[src/gpps_pkg.sv]
// ----------------------------------------------------------------------------
// Gaussian point path smoother package
// Shared constants, state type and the kernel weight tables.
// ----------------------------------------------------------------------------
`timescale 1ns / 1ps

package gpps_pkg;

  // Geometry and number formats.
  localparam int MaxHalfWindow  = 12;
  localparam int CoordW         = 16;
  localparam int WeightFracBits = 16;

  localparam int WinDepth = 2 * MaxHalfWindow + 1;
  localparam int HalfW    = $clog2(MaxHalfWindow + 1);
  localparam int WinIdxW  = HalfW + 1;

  // Stored weights are Q0.16; they are rescaled to WeightFracBits.
  localparam int RomW        = 16;
  localparam int WeightUp    = (WeightFracBits > RomW) ? (WeightFracBits - RomW) : 0;
  localparam int WeightDown  = (WeightFracBits < RomW) ? (RomW - WeightFracBits) : 0;
  localparam int WeightW     = RomW + WeightUp;

  // Product of a signed coordinate and a zero-extended weight, and the sum.
  localparam int ProdW = CoordW + WeightW + 1;
  localparam int AccW  = ProdW + 1;

  // Configuration port.
  localparam int AddrW = 3;
  localparam int DataW = 32;
  localparam logic RegKernelMode = 1'b0;

  // Kernel selection codes.
  localparam logic KernelWide   = 1'b0;
  localparam logic KernelNarrow = 1'b1;
  localparam int   HalfWide     = 12;
  localparam int   HalfNarrow   = 6;

  localparam logic [RomW-1:0] RomWide [13] = '{
    16'd3478, 16'd3456, 16'd3392, 16'd3289, 16'd3150, 16'd2983, 16'd2784,
    16'd2570, 16'd2342, 16'd2109, 16'd1876, 16'd1648, 16'd1430
  };
  localparam logic [RomW-1:0] RomNarrow [7] = '{
    16'd7290, 16'd7065, 16'd6432, 16'd5502, 16'd4421, 16'd3337, 16'd2366
  };

  typedef enum logic [2:0] {
    S_IDLE,
    S_CHECK,
    S_MAC,
    S_DRAIN,
    S_EMIT,
    S_FLUSH
  } gpps_state_e;

  // Half window of the selected kernel, limited to the window storage.
  function automatic logic [HalfW-1:0] half_width(logic mode);
    int h;
    h = (mode == KernelNarrow) ? HalfNarrow : HalfWide;
    if (h > MaxHalfWindow) h = MaxHalfWindow;
    return HalfW'(h);
  endfunction

  // Weight of the tap at distance k from the center.
  function automatic logic [WeightW-1:0] tap_weight(logic mode, logic [HalfW-1:0] k);
    int unsigned      kk;
    logic [3:0]       kw;
    logic [2:0]       kn;
    logic [WeightW-1:0] r;
    kk = k;
    kw = 4'((kk > 12) ? 12 : kk);
    kn = 3'((kk > 6) ? 6 : kk);
    if (mode == KernelNarrow) r = WeightW'(RomNarrow[kn]);
    else r = WeightW'(RomWide[kw]);
    return (r << WeightUp) >> WeightDown;
  endfunction

endpackage

[src/gpps_point_if.sv]
// ----------------------------------------------------------------------------
// Path point channel
// Valid/ready channel that carries one input path point per transfer.
// ----------------------------------------------------------------------------
`timescale 1ns / 1ps

interface gpps_point_if;
  logic                                valid;
  logic                                ready;
  logic signed [gpps_pkg::CoordW-1:0]  point_x;
  logic signed [gpps_pkg::CoordW-1:0]  point_y;
  logic                                is_last;

  modport source (output valid, output point_x, output point_y, output is_last, input ready);
  modport sink   (input valid, input point_x, input point_y, input is_last, output ready);
endinterface

[src/gpps_smooth_if.sv]
// ----------------------------------------------------------------------------
// Smoothed point channel
// Valid/ready channel that carries one smoothed path point per transfer.
// ----------------------------------------------------------------------------
`timescale 1ns / 1ps

interface gpps_smooth_if;
  logic                                valid;
  logic                                ready;
  logic signed [gpps_pkg::CoordW-1:0]  smooth_x;
  logic signed [gpps_pkg::CoordW-1:0]  smooth_y;
  logic                                path_end;

  modport source (output valid, output smooth_x, output smooth_y, output path_end, input ready);
  modport sink   (input valid, input smooth_x, input smooth_y, input path_end, output ready);
endinterface

[src/gaussian_point_path_smoother.sv]
// ----------------------------------------------------------------------------
// Gaussian point path smoother
// Sequence: S_IDLE takes a point; S_CHECK decides whether it completes a window;
//   S_MAC runs one multiply-accumulate pair per tap, S_DRAIN adds the last product
//   and S_EMIT loads the output register. A new point is taken only in S_IDLE, once
//   the previous one is through. After a last point, S_FLUSH pushes the last point
//   again and releases each owed result through the same steps.
// Reset: asynchronous, active low; clears the sequencer, counters and kernel
//   select. The window needs no reset, since the first point of a path fills it.
// ----------------------------------------------------------------------------
`timescale 1ns / 1ps

module gaussian_point_path_smoother (
  input  logic                            clk_i,
  input  logic                            rst_ni,
  gpps_point_if.sink                      point_i,
  gpps_smooth_if.source                   smooth_o,
  input  logic                            psel,
  input  logic                            penable,
  input  logic                            pwrite,
  input  logic [gpps_pkg::AddrW-1:0]      paddr,
  input  logic [gpps_pkg::DataW-1:0]      pwdata,
  output logic [gpps_pkg::DataW-1:0]      prdata,
  output logic                            pready
);

  localparam int CoordW  = gpps_pkg::CoordW;
  localparam int HalfW   = gpps_pkg::HalfW;
  localparam int WinIdxW = gpps_pkg::WinIdxW;
  localparam int ProdW   = gpps_pkg::ProdW;
  localparam int AccW    = gpps_pkg::AccW;
  localparam int Wfb     = gpps_pkg::WeightFracBits;
  localparam int QW      = AccW - Wfb;
  localparam int SumW    = HalfW + 2;

  localparam logic [AccW-1:0] RoundHalf = AccW'(64'd1 << (Wfb - 1));
  localparam logic [QW-1:0]   QHi       = QW'((64'd1 << (CoordW - 1)) - 64'd1);
  localparam logic [QW-1:0]   QLoMag    = QW'(64'd1 << (CoordW - 1));

  // --------------------------------------------------------------------------
  // Rounding: the sum is scaled by 2^Wfb. Its magnitude is rounded half away
  // from zero and the signed result is saturated to the coordinate range.
  // --------------------------------------------------------------------------
  function automatic logic [CoordW-1:0] round_sat(logic signed [AccW-1:0] acc);
    logic [AccW-1:0]   mag;
    logic [AccW-1:0]   rnd;
    logic [QW-1:0]     q;
    logic [CoordW-1:0] res;
    mag = acc[AccW-1] ? $unsigned(-acc) : $unsigned(acc);
    rnd = mag + RoundHalf;
    q   = rnd[AccW-1:Wfb];
    if (acc[AccW-1]) begin
      if (q > QLoMag) res = {1'b1, {(CoordW - 1){1'b0}}};
      else res = CoordW'(QW'(0) - q);
    end else begin
      if (q > QHi) res = {1'b0, {(CoordW - 1){1'b1}}};
      else res = CoordW'(q);
    end
    return res;
  endfunction

  // --------------------------------------------------------------------------
  // Configuration register. Only the kernel select exists; it sits at byte
  // address 0 (only paddr[2] is decoded), and writes with paddr[2] set are dropped.
  // --------------------------------------------------------------------------
  logic kernel_mode_q, kernel_mode_d;
  logic cfg_write;

  assign pready    = 1'b1;
  assign cfg_write = psel && penable && pwrite && (paddr[2] == gpps_pkg::RegKernelMode);

  always_comb begin
    kernel_mode_d = kernel_mode_q;
    if (cfg_write) begin
      kernel_mode_d = pwdata[0];
    end
  end

  always_comb begin
    prdata = '0;
    if (paddr[2] == gpps_pkg::RegKernelMode) begin
      prdata = {{(gpps_pkg::DataW - 1){1'b0}}, kernel_mode_q};
    end
  end

  // --------------------------------------------------------------------------
  // Sequencer state and item context.
  // pend_q counts points taken in whose smoothed result is still owed. pad_q
  // counts replicated copies of the last point pushed during a flush.
  // --------------------------------------------------------------------------
  gpps_pkg::gpps_state_e state_q, state_d;
  logic [WinIdxW-1:0] pend_q, pend_d;
  logic [WinIdxW-1:0] pad_q, pad_d;
  logic [HalfW-1:0]   h_q, h_d;
  logic               mode_q, mode_d;
  logic               last_q, last_d;
  logic               end_q, end_d;
  logic [WinIdxW-1:0] cnt_q, cnt_d;

  // The window: a shift line of points, newest at index 0.
  logic signed [CoordW-1:0] win_x_q [gpps_pkg::WinDepth];
  logic signed [CoordW-1:0] win_y_q [gpps_pkg::WinDepth];
  logic                     win_fill;
  logic                     win_shift;
  logic signed [CoordW-1:0] win_new_x;
  logic signed [CoordW-1:0] win_new_y;

  // Shared multiply-accumulate unit, one lane for x and one for y.
  logic signed [ProdW-1:0] prod_x_q, prod_y_q;
  logic signed [AccW-1:0]  acc_x_q, acc_x_d;
  logic signed [AccW-1:0]  acc_y_q, acc_y_d;
  logic [WinIdxW-1:0]      tap_dist;
  logic [gpps_pkg::WeightW-1:0] tap_w;

  // Output register.
  logic                     out_valid_q, out_valid_d;
  logic                     out_load;
  logic signed [CoordW-1:0] out_x_q, out_y_q;
  logic                     out_end_q;

  logic [WinIdxW-1:0] two_h;
  logic [SumW-1:0]    pend_pad;

  assign two_h    = {h_q, 1'b0};
  assign pend_pad = SumW'(pend_q) + SumW'(pad_q);

  // The tap index runs over the window from 0 to 2h; its weight depends on
  // the distance to the center at index h.
  assign tap_dist = (cnt_q >= WinIdxW'(h_q)) ? (cnt_q - WinIdxW'(h_q))
                                              : (WinIdxW'(h_q) - cnt_q);
  assign tap_w    = gpps_pkg::tap_weight(mode_q, tap_dist[HalfW-1:0]);

  // --------------------------------------------------------------------------
  // Next state and control.
  // --------------------------------------------------------------------------
  always_comb begin
    state_d   = state_q;
    pend_d    = pend_q;
    pad_d     = pad_q;
    h_d       = h_q;
    mode_d    = mode_q;
    last_d    = last_q;
    end_d     = end_q;
    cnt_d     = cnt_q;
    acc_x_d   = acc_x_q;
    acc_y_d   = acc_y_q;
    win_fill  = 1'b0;
    win_shift = 1'b0;
    win_new_x = point_i.point_x;
    win_new_y = point_i.point_y;
    out_load  = 1'b0;
    point_i.ready = 1'b0;

    case (state_q)
      gpps_pkg::S_IDLE: begin
        point_i.ready = 1'b1;
        if (point_i.valid) begin
          // A path starts when nothing is owed: the whole window takes the
          // point, which replicates the first point before the path.
          if (pend_q == '0) win_fill = 1'b1;
          else win_shift = 1'b1;
          pend_d  = pend_q + 1'b1;
          pad_d   = '0;
          last_d  = point_i.is_last;
          h_d     = gpps_pkg::half_width(kernel_mode_q);
          mode_d  = kernel_mode_q;
          state_d = gpps_pkg::S_CHECK;
        end
      end

      gpps_pkg::S_CHECK: begin
        if (pend_q > WinIdxW'(h_q)) begin
          pend_d  = pend_q - 1'b1;
          end_d   = 1'b0;
          cnt_d   = '0;
          state_d = gpps_pkg::S_MAC;
        end else if (last_q) begin
          state_d = gpps_pkg::S_FLUSH;
        end else begin
          state_d = gpps_pkg::S_IDLE;
        end
      end

      gpps_pkg::S_MAC: begin
        // The product of the previous tap is added here; the first tap
        // clears the sum instead.
        if (cnt_q == '0) begin
          acc_x_d = '0;
          acc_y_d = '0;
        end else begin
          acc_x_d = acc_x_q + AccW'(prod_x_q);
          acc_y_d = acc_y_q + AccW'(prod_y_q);
        end
        if (cnt_q == two_h) begin
          state_d = gpps_pkg::S_DRAIN;
        end else begin
          cnt_d = cnt_q + 1'b1;
        end
      end

      gpps_pkg::S_DRAIN: begin
        acc_x_d = acc_x_q + AccW'(prod_x_q);
        acc_y_d = acc_y_q + AccW'(prod_y_q);
        state_d = gpps_pkg::S_EMIT;
      end

      gpps_pkg::S_EMIT: begin
        if (!out_valid_q || smooth_o.ready) begin
          out_load = 1'b1;
          state_d  = last_q ? gpps_pkg::S_FLUSH : gpps_pkg::S_IDLE;
        end
      end

      gpps_pkg::S_FLUSH: begin
        // Past the end of the path the last point is pushed again, once per cycle
        // in S_FLUSH, until every owed result has its window; each released result is computed first.
        if (pend_q == '0) begin
          state_d = gpps_pkg::S_IDLE;
        end else begin
          win_shift = 1'b1;
          win_new_x = win_x_q[0];
          win_new_y = win_y_q[0];
          pad_d     = pad_q + 1'b1;
          if (pend_pad >= SumW'(h_q)) begin
            pend_d  = pend_q - 1'b1;
            end_d   = (pend_q == WinIdxW'(1));
            cnt_d   = '0;
            state_d = gpps_pkg::S_MAC;
          end
        end
      end

      default: begin
        state_d = gpps_pkg::S_IDLE;
      end
    endcase
  end

  always_comb begin
    out_valid_d = out_valid_q;
    if (out_load) out_valid_d = 1'b1;
    else if (smooth_o.ready) out_valid_d = 1'b0;
  end

  // --------------------------------------------------------------------------
  // Control registers.
  // --------------------------------------------------------------------------
  always_ff @(posedge clk_i or negedge rst_ni) begin
    if (!rst_ni) begin
      state_q       <= gpps_pkg::S_IDLE;
      pend_q        <= '0;
      pad_q         <= '0;
      h_q           <= '0;
      mode_q        <= gpps_pkg::KernelWide;
      last_q        <= 1'b0;
      end_q         <= 1'b0;
      cnt_q         <= '0;
      out_valid_q   <= 1'b0;
      kernel_mode_q <= gpps_pkg::KernelWide;
    end else begin
      state_q       <= state_d;
      pend_q        <= pend_d;
      pad_q         <= pad_d;
      h_q           <= h_d;
      mode_q        <= mode_d;
      last_q        <= last_d;
      end_q         <= end_d;
      cnt_q         <= cnt_d;
      out_valid_q   <= out_valid_d;
      kernel_mode_q <= kernel_mode_d;
    end
  end

  // --------------------------------------------------------------------------
  // Datapath registers: window, products, sums and the result.
  // --------------------------------------------------------------------------
  always_ff @(posedge clk_i) begin
    if (win_fill) begin
      for (int i = 0; i < gpps_pkg::WinDepth; i++) begin
        win_x_q[i] <= win_new_x;
        win_y_q[i] <= win_new_y;
      end
    end else if (win_shift) begin
      win_x_q[0] <= win_new_x;
      win_y_q[0] <= win_new_y;
      for (int i = 1; i < gpps_pkg::WinDepth; i++) begin
        win_x_q[i] <= win_x_q[i-1];
        win_y_q[i] <= win_y_q[i-1];
      end
    end
  end

  always_ff @(posedge clk_i) begin
    prod_x_q <= win_x_q[cnt_q] * $signed({1'b0, tap_w});
    prod_y_q <= win_y_q[cnt_q] * $signed({1'b0, tap_w});
    acc_x_q  <= acc_x_d;
    acc_y_q  <= acc_y_d;
    if (out_load) begin
      out_x_q   <= round_sat(acc_x_q);
      out_y_q   <= round_sat(acc_y_q);
      out_end_q <= end_q;
    end
  end

  assign smooth_o.valid    = out_valid_q;
  assign smooth_o.smooth_x = out_x_q;
  assign smooth_o.smooth_y = out_y_q;
  assign smooth_o.path_end = out_end_q;

  // --------------------------------------------------------------------------
  // Assertions.
  // --------------------------------------------------------------------------

  // Between items the owed count never exceeds the largest half window, MaxHalfWindow.
  a_pend_bound: assert property (@(posedge clk_i) disable iff (!rst_ni)
    state_q == gpps_pkg::S_IDLE |-> pend_q <= WinIdxW'(gpps_pkg::MaxHalfWindow))
    else $error("owed result count out of range");

  // The tap counter stays inside the kernel while the sums run.
  a_tap_bound: assert property (@(posedge clk_i) disable iff (!rst_ni)
    state_q == gpps_pkg::S_MAC |-> cnt_q <= two_h)
    else $error("tap index beyond kernel");

  // A finished flush leaves nothing owed, so the next point starts a path.
  a_flush_done: assert property (@(posedge clk_i) disable iff (!rst_ni)
    (state_q == gpps_pkg::S_FLUSH && pend_q == '0)
      |=> (state_q == gpps_pkg::S_IDLE && pend_q == '0))
    else $error("flush did not return to an empty path");

  // The end-of-path mark is only produced while flushing a path.
  a_end_in_flush: assert property (@(posedge clk_i) disable iff (!rst_ni)
    out_load && end_q |-> last_q && pend_q == '0)
    else $error("path end marked outside a flush");

endmodule

[src/flat_wrapper.sv]
// flat-port wrapper written by rule: the top's interface ports become plain ports
module gaussian_point_path_smoother_flat 
  (clk_i, rst_ni, psel, penable, pwrite, paddr, pwdata, prdata, pready, point_i_valid, point_i_point_x, point_i_point_y, point_i_is_last, point_i_ready, smooth_o_valid, smooth_o_smooth_x, smooth_o_smooth_y, smooth_o_path_end, smooth_o_ready);
  gpps_point_if point_i_i ();
  gpps_smooth_if smooth_o_i ();
  input  logic clk_i;
  input  logic rst_ni;
  input  logic psel;
  input  logic penable;
  input  logic pwrite;
  input  logic [gpps_pkg::AddrW-1:0] paddr;
  input  logic [gpps_pkg::DataW-1:0] pwdata;
  output logic [gpps_pkg::DataW-1:0] prdata;
  output logic pready;
  input wire logic [$bits(point_i_i.valid)-1:0] point_i_valid;
  input wire logic [$bits(point_i_i.point_x)-1:0] point_i_point_x;
  input wire logic [$bits(point_i_i.point_y)-1:0] point_i_point_y;
  input wire logic [$bits(point_i_i.is_last)-1:0] point_i_is_last;
  output wire logic [$bits(point_i_i.ready)-1:0] point_i_ready;
  output wire logic [$bits(smooth_o_i.valid)-1:0] smooth_o_valid;
  output wire logic [$bits(smooth_o_i.smooth_x)-1:0] smooth_o_smooth_x;
  output wire logic [$bits(smooth_o_i.smooth_y)-1:0] smooth_o_smooth_y;
  output wire logic [$bits(smooth_o_i.path_end)-1:0] smooth_o_path_end;
  input wire logic [$bits(smooth_o_i.ready)-1:0] smooth_o_ready;
  assign point_i_i.valid = point_i_valid;
  assign point_i_i.point_x = point_i_point_x;
  assign point_i_i.point_y = point_i_point_y;
  assign point_i_i.is_last = point_i_is_last;
  assign point_i_ready = point_i_i.ready;
  assign smooth_o_valid = smooth_o_i.valid;
  assign smooth_o_smooth_x = smooth_o_i.smooth_x;
  assign smooth_o_smooth_y = smooth_o_i.smooth_y;
  assign smooth_o_path_end = smooth_o_i.path_end;
  assign smooth_o_i.ready = smooth_o_ready;
  gaussian_point_path_smoother u_core (.clk_i(clk_i), .rst_ni(rst_ni), .point_i(point_i_i), .smooth_o(smooth_o_i), .psel(psel), .penable(penable), .pwrite(pwrite), .paddr(paddr), .pwdata(pwdata), .prdata(prdata), .pready(pready));
endmodule
[config.mk]
export PLATFORM = sky130hd
export DESIGN_NAME = gaussian_point_path_smoother_flat
export DESIGN_NICKNAME = d
export VERILOG_FILES = /design/src/gpps_pkg.sv /design/src/gpps_point_if.sv /design/src/gpps_smooth_if.sv /design/src/gaussian_point_path_smoother.sv /design/src/flat_wrapper.sv
export SDC_FILE = /design/constraint.sdc
export NUM_CORES = 2
export LEC_CHECK = 0
export ABC_AREA = 1
export BUFFER_PORTS_ARGS = -buffer_cell sky130_fd_sc_hd__buf_2
export CORE_ASPECT_RATIO = 1.75
export CORE_UTILIZATION = 55
export CTS_CLUSTER_DIAMETER = 150
export DETAILED_ROUTE_END_ITERATION = 16
export PLACE_DENSITY = 0.71
export SLEW_MARGIN = 30
export SYNTH_ARGS = -nofsm -noshare
export SYNTH_HDL_FRONTEND = slang
export SYNTH_SLANG_ARGS = --single-unit
[constraint.sdc]
create_clock -name clk_i -period 34.9 [get_ports clk_i]
set_input_delay 1.745 -clock clk_i [delete_from_list [all_inputs] [get_ports clk_i]]
set_output_delay 1.745 -clock clk_i [all_outputs]
set_load 0.1 [all_outputs]
==> results.md <==
- Worst EP arrival: between 10 and 15 ns
- Vias in the first global route: 54800
- R2R Setup Slk: 23.81 ns
- Sum of negative setup slack: 0 ns
- Setup bufs post-CTS: 0
- Skew-Pair Late Insertion Delay: 0.73 ns
- CP bufs+invs: 12
- Number of synthesis warnings: 0
- CP max-delay cell: inv_1
- R2R Path Start: u_core.cnt_q[1]
- Initial antenna violation count: 1
- Hold EP: u_core.smooth_o.path_end
- Most frequent cells in the layout: inv_1 (1396), o21ai_0 (1359), nand2_1 (1355)
- Hold Path Depth: 0
- Mapped Area: 68000 sq um
- DIE AREA: ~130000 sq um
- Synth unique cells: 62
- Crit Path Category: reg2reg
- Final setup violation count: 0
- Worst reg2reg path depth: 46
- Hpwl dp: between 100 and 150 mm
- Most common cell after layout, fill and taps aside: inv_1
- Worst EP required: 35.49 ns
- Layout Nets: 8589
- Via count: 54400
- CTS tree: built
- Clk pin slew, worst setup/hold paths: 0.07 ns
- CP max FO: 125
- Crit-path max cell delay: 0.67 ns
- Critical path launch point type: flip-flop
- Hold Path Class: reg2reg
- Initial core utilization: 0.555
- FILL cells: 10900
- RSZ-0062 raised after global routing: no
- Ports: 143
- Area Growth Syn to Fin: 7.12%
- Pin slew with the least headroom to its limit: 1.04 ns
- Ys flop type: edfxtp_1
- Total gr overflow: 0
- Clock root buffer: clkbuf_16
- Final ANT Viol Nets: 0
- Core Rows: 170
- Via/cell ratio: approximately 5.7
- Aggregate routed wire length: 177 mm
- Core area: 123000 sq um
- Post-synthesis register bit count: around 990
- Critical R2R Capture: u_core.prod_x_q[31]
- Min-Delay Startpoint: u_core.end_q
- TritonCTS Buffers: 94
- Port Buf Inserts: 77
- Max Freq: roughly 90 MHz
- Seq/Total Area, Yosys: 0.427
- Area occupied by multi-input gates: 32200 sq um
- CTS Hold Bufs: 0
- Nature of the critical path endpoint: flip-flop
- Crit share post-route: 0.318
- Avg Inst Size Synth: 8.53 sq um
- Mapped Cells: 7970
- Status: completed
- Post-synth EDFFs: 901
- Reg area: 29000 sq um
- Global-route wire length before repair: 284 mm
- All-Layer GR Usage: 0.286
- Max-slew violations: 0
- Iter 0 DRT Violations: about 4200
- Fraction of layout cells with a size suffix above 1: 0.0548
- Slew Limit Headroom: 0.309
- Final instance area: 72800 sq um
- # clock sinks: 992
- Tmin final: 11.09 ns
- Area after DPL: 69500 sq um
- DR WL/cell: 18.5 microns
- Delay-heaviest family, CP: adder cells
- Routability Congestion: 0.966
- Post-CTS sizing: 0
- # H-tree levels: 3
- Setup Skew: roughly 0.047 ns
- Asr flop ratio synth: 0.0252
- Die H: 467 microns
- Largest net degree at the start of global routing: 223
- CTS Buffer Depth: 3
- DRC: 0
- Hold Violations, Final: 0
- Die X: 268 microns
- DR pass1 iterations: 6
- CP dominant cell by count: inv_1
- Max-Cap Viols: 0
==> metrics by stage <==
| step | utilization | instances | hold WS [ns] | setup slack (ns) |
|---|---|---|---|---|
| CTS | 0.594 | 9565 | 0.457 | 23.88 |
| global route | 0.594 | 9566 | 0.488 | 23.16 |
| detailed placement | 0.567 | 9390 | 0.443 | 23.97 |
| finish | 0.594 | 9566 | 0.459 | 23.81 |
| global placement | 0.567 | 9390 | 0.439 | 23.97 |
| floorplan | - | 8000 | 0.419 | 14.31 |
==> cells by family after synthesis <==
family / count (synthesis) / synth area share
simple gates: 2400 / 0.146
compound gates: 2021 / 0.158
buf+inv: 1807 / 0.103
flops: 992 / 0.427
fa+ha+maj: 662 / 0.156
xor+xnor: 86 / 0.0111
other cells: 2 / 0.000111
==> synth_stat cells (all sizes together), types with 66 or more instances <==
cell type | count | area [sq um]
fa | 309 | 6190
a21oi | 448 | 2240
inv | 1415 | 5310
edfxtp | 901 | 27100
nor2 | 719 | 2900
nand3 | 178 | 956
ha | 353 | 4420
clkbuf | 285 | 1070
buf | 102 | 578
dfxtp | 66 | 1320
o21ai | 1366 | 6840
nand2 | 1393 | 5340
==> worst reg2reg max path: cells and delay by family, from the launching register on <==
kind / cells / cell delay (ns)
simple gates: 14 / 1.62
fa+ha+maj: 10 / 4.47
buf+inv: 12 / 2.29
flops: 1 / 0.60
compound gates: 10 / 1.96
==> how the worst max path moves through the flow <==
stage / startpoint / endpoint / slack [ns] / cells after the start
finish: u_core.cnt_q[1] / u_core.prod_x_q[31] / 23.81 / 46
CTS: u_core.cnt_q[1] / u_core.prod_x_q[31] / 23.88 / 46
global route: u_core.cnt_q[1] / u_core.prod_x_q[31] / 23.16 / 46
detailed placement: u_core.cnt_q[1] / u_core.prod_x_q[31] / 23.97 / 46
global placement: u_core.cnt_q[1] / u_core.prod_x_q[31] / 23.97 / 46
floorplan: u_core.state_q[2] / u_core.pad_q[0] / 14.31 / 6
==> state kept, by name (all words and copies together), names as in the netlist <==
register,cells
u_core.pad_q,5
u_core.kernel_mode_q,1
u_core.state_q,3
u_core.acc_x_q,34
u_core.prod_x_q,33
u_core.smooth_o.smooth_x,16
u_core.acc_y_q,34
u_core.win_x_q,400
u_core.end_q,1
u_core.smooth_o.valid,1
u_core.smooth_o.smooth_y,16
u_core.prod_y_q,33
u_core.pend_q,5
u_core.cnt_q,5
u_core.smooth_o.path_end,1
u_core.h_q,3
u_core.win_y_q,400
u_core.last_q,1
==> metal layers <==
layer	wire, microns	vias up	part of all wire	track usage
met5	0	-	0	0
met4	12100	0	0.068	0.183
met1	63300	26200	0.36	0.314
met3	9210	568	0.052	0.0333
li1	-	25900	-	-
met2	92500	1755	0.52	0.519
==> final cells by class <==
| type | count | area share |
|---|---|---|
| multi-input combinational | 5201 | 0.442 |
| sequential | 992 | 0.399 |
| inverter | 1420 | 0.0735 |
| clock buffer | 107 | 0.0336 |
| tap | 1634 | 0.0281 |
| timing repair buffer | 143 | 0.0131 |
| clock inverter | 68 | 0.0114 |
| antenna | 1 | 0.0000344 |
Power is left out: the tool's default activity adds up to more than one toggle a clock period on the data nets, which glitch-free logic cannot reach.
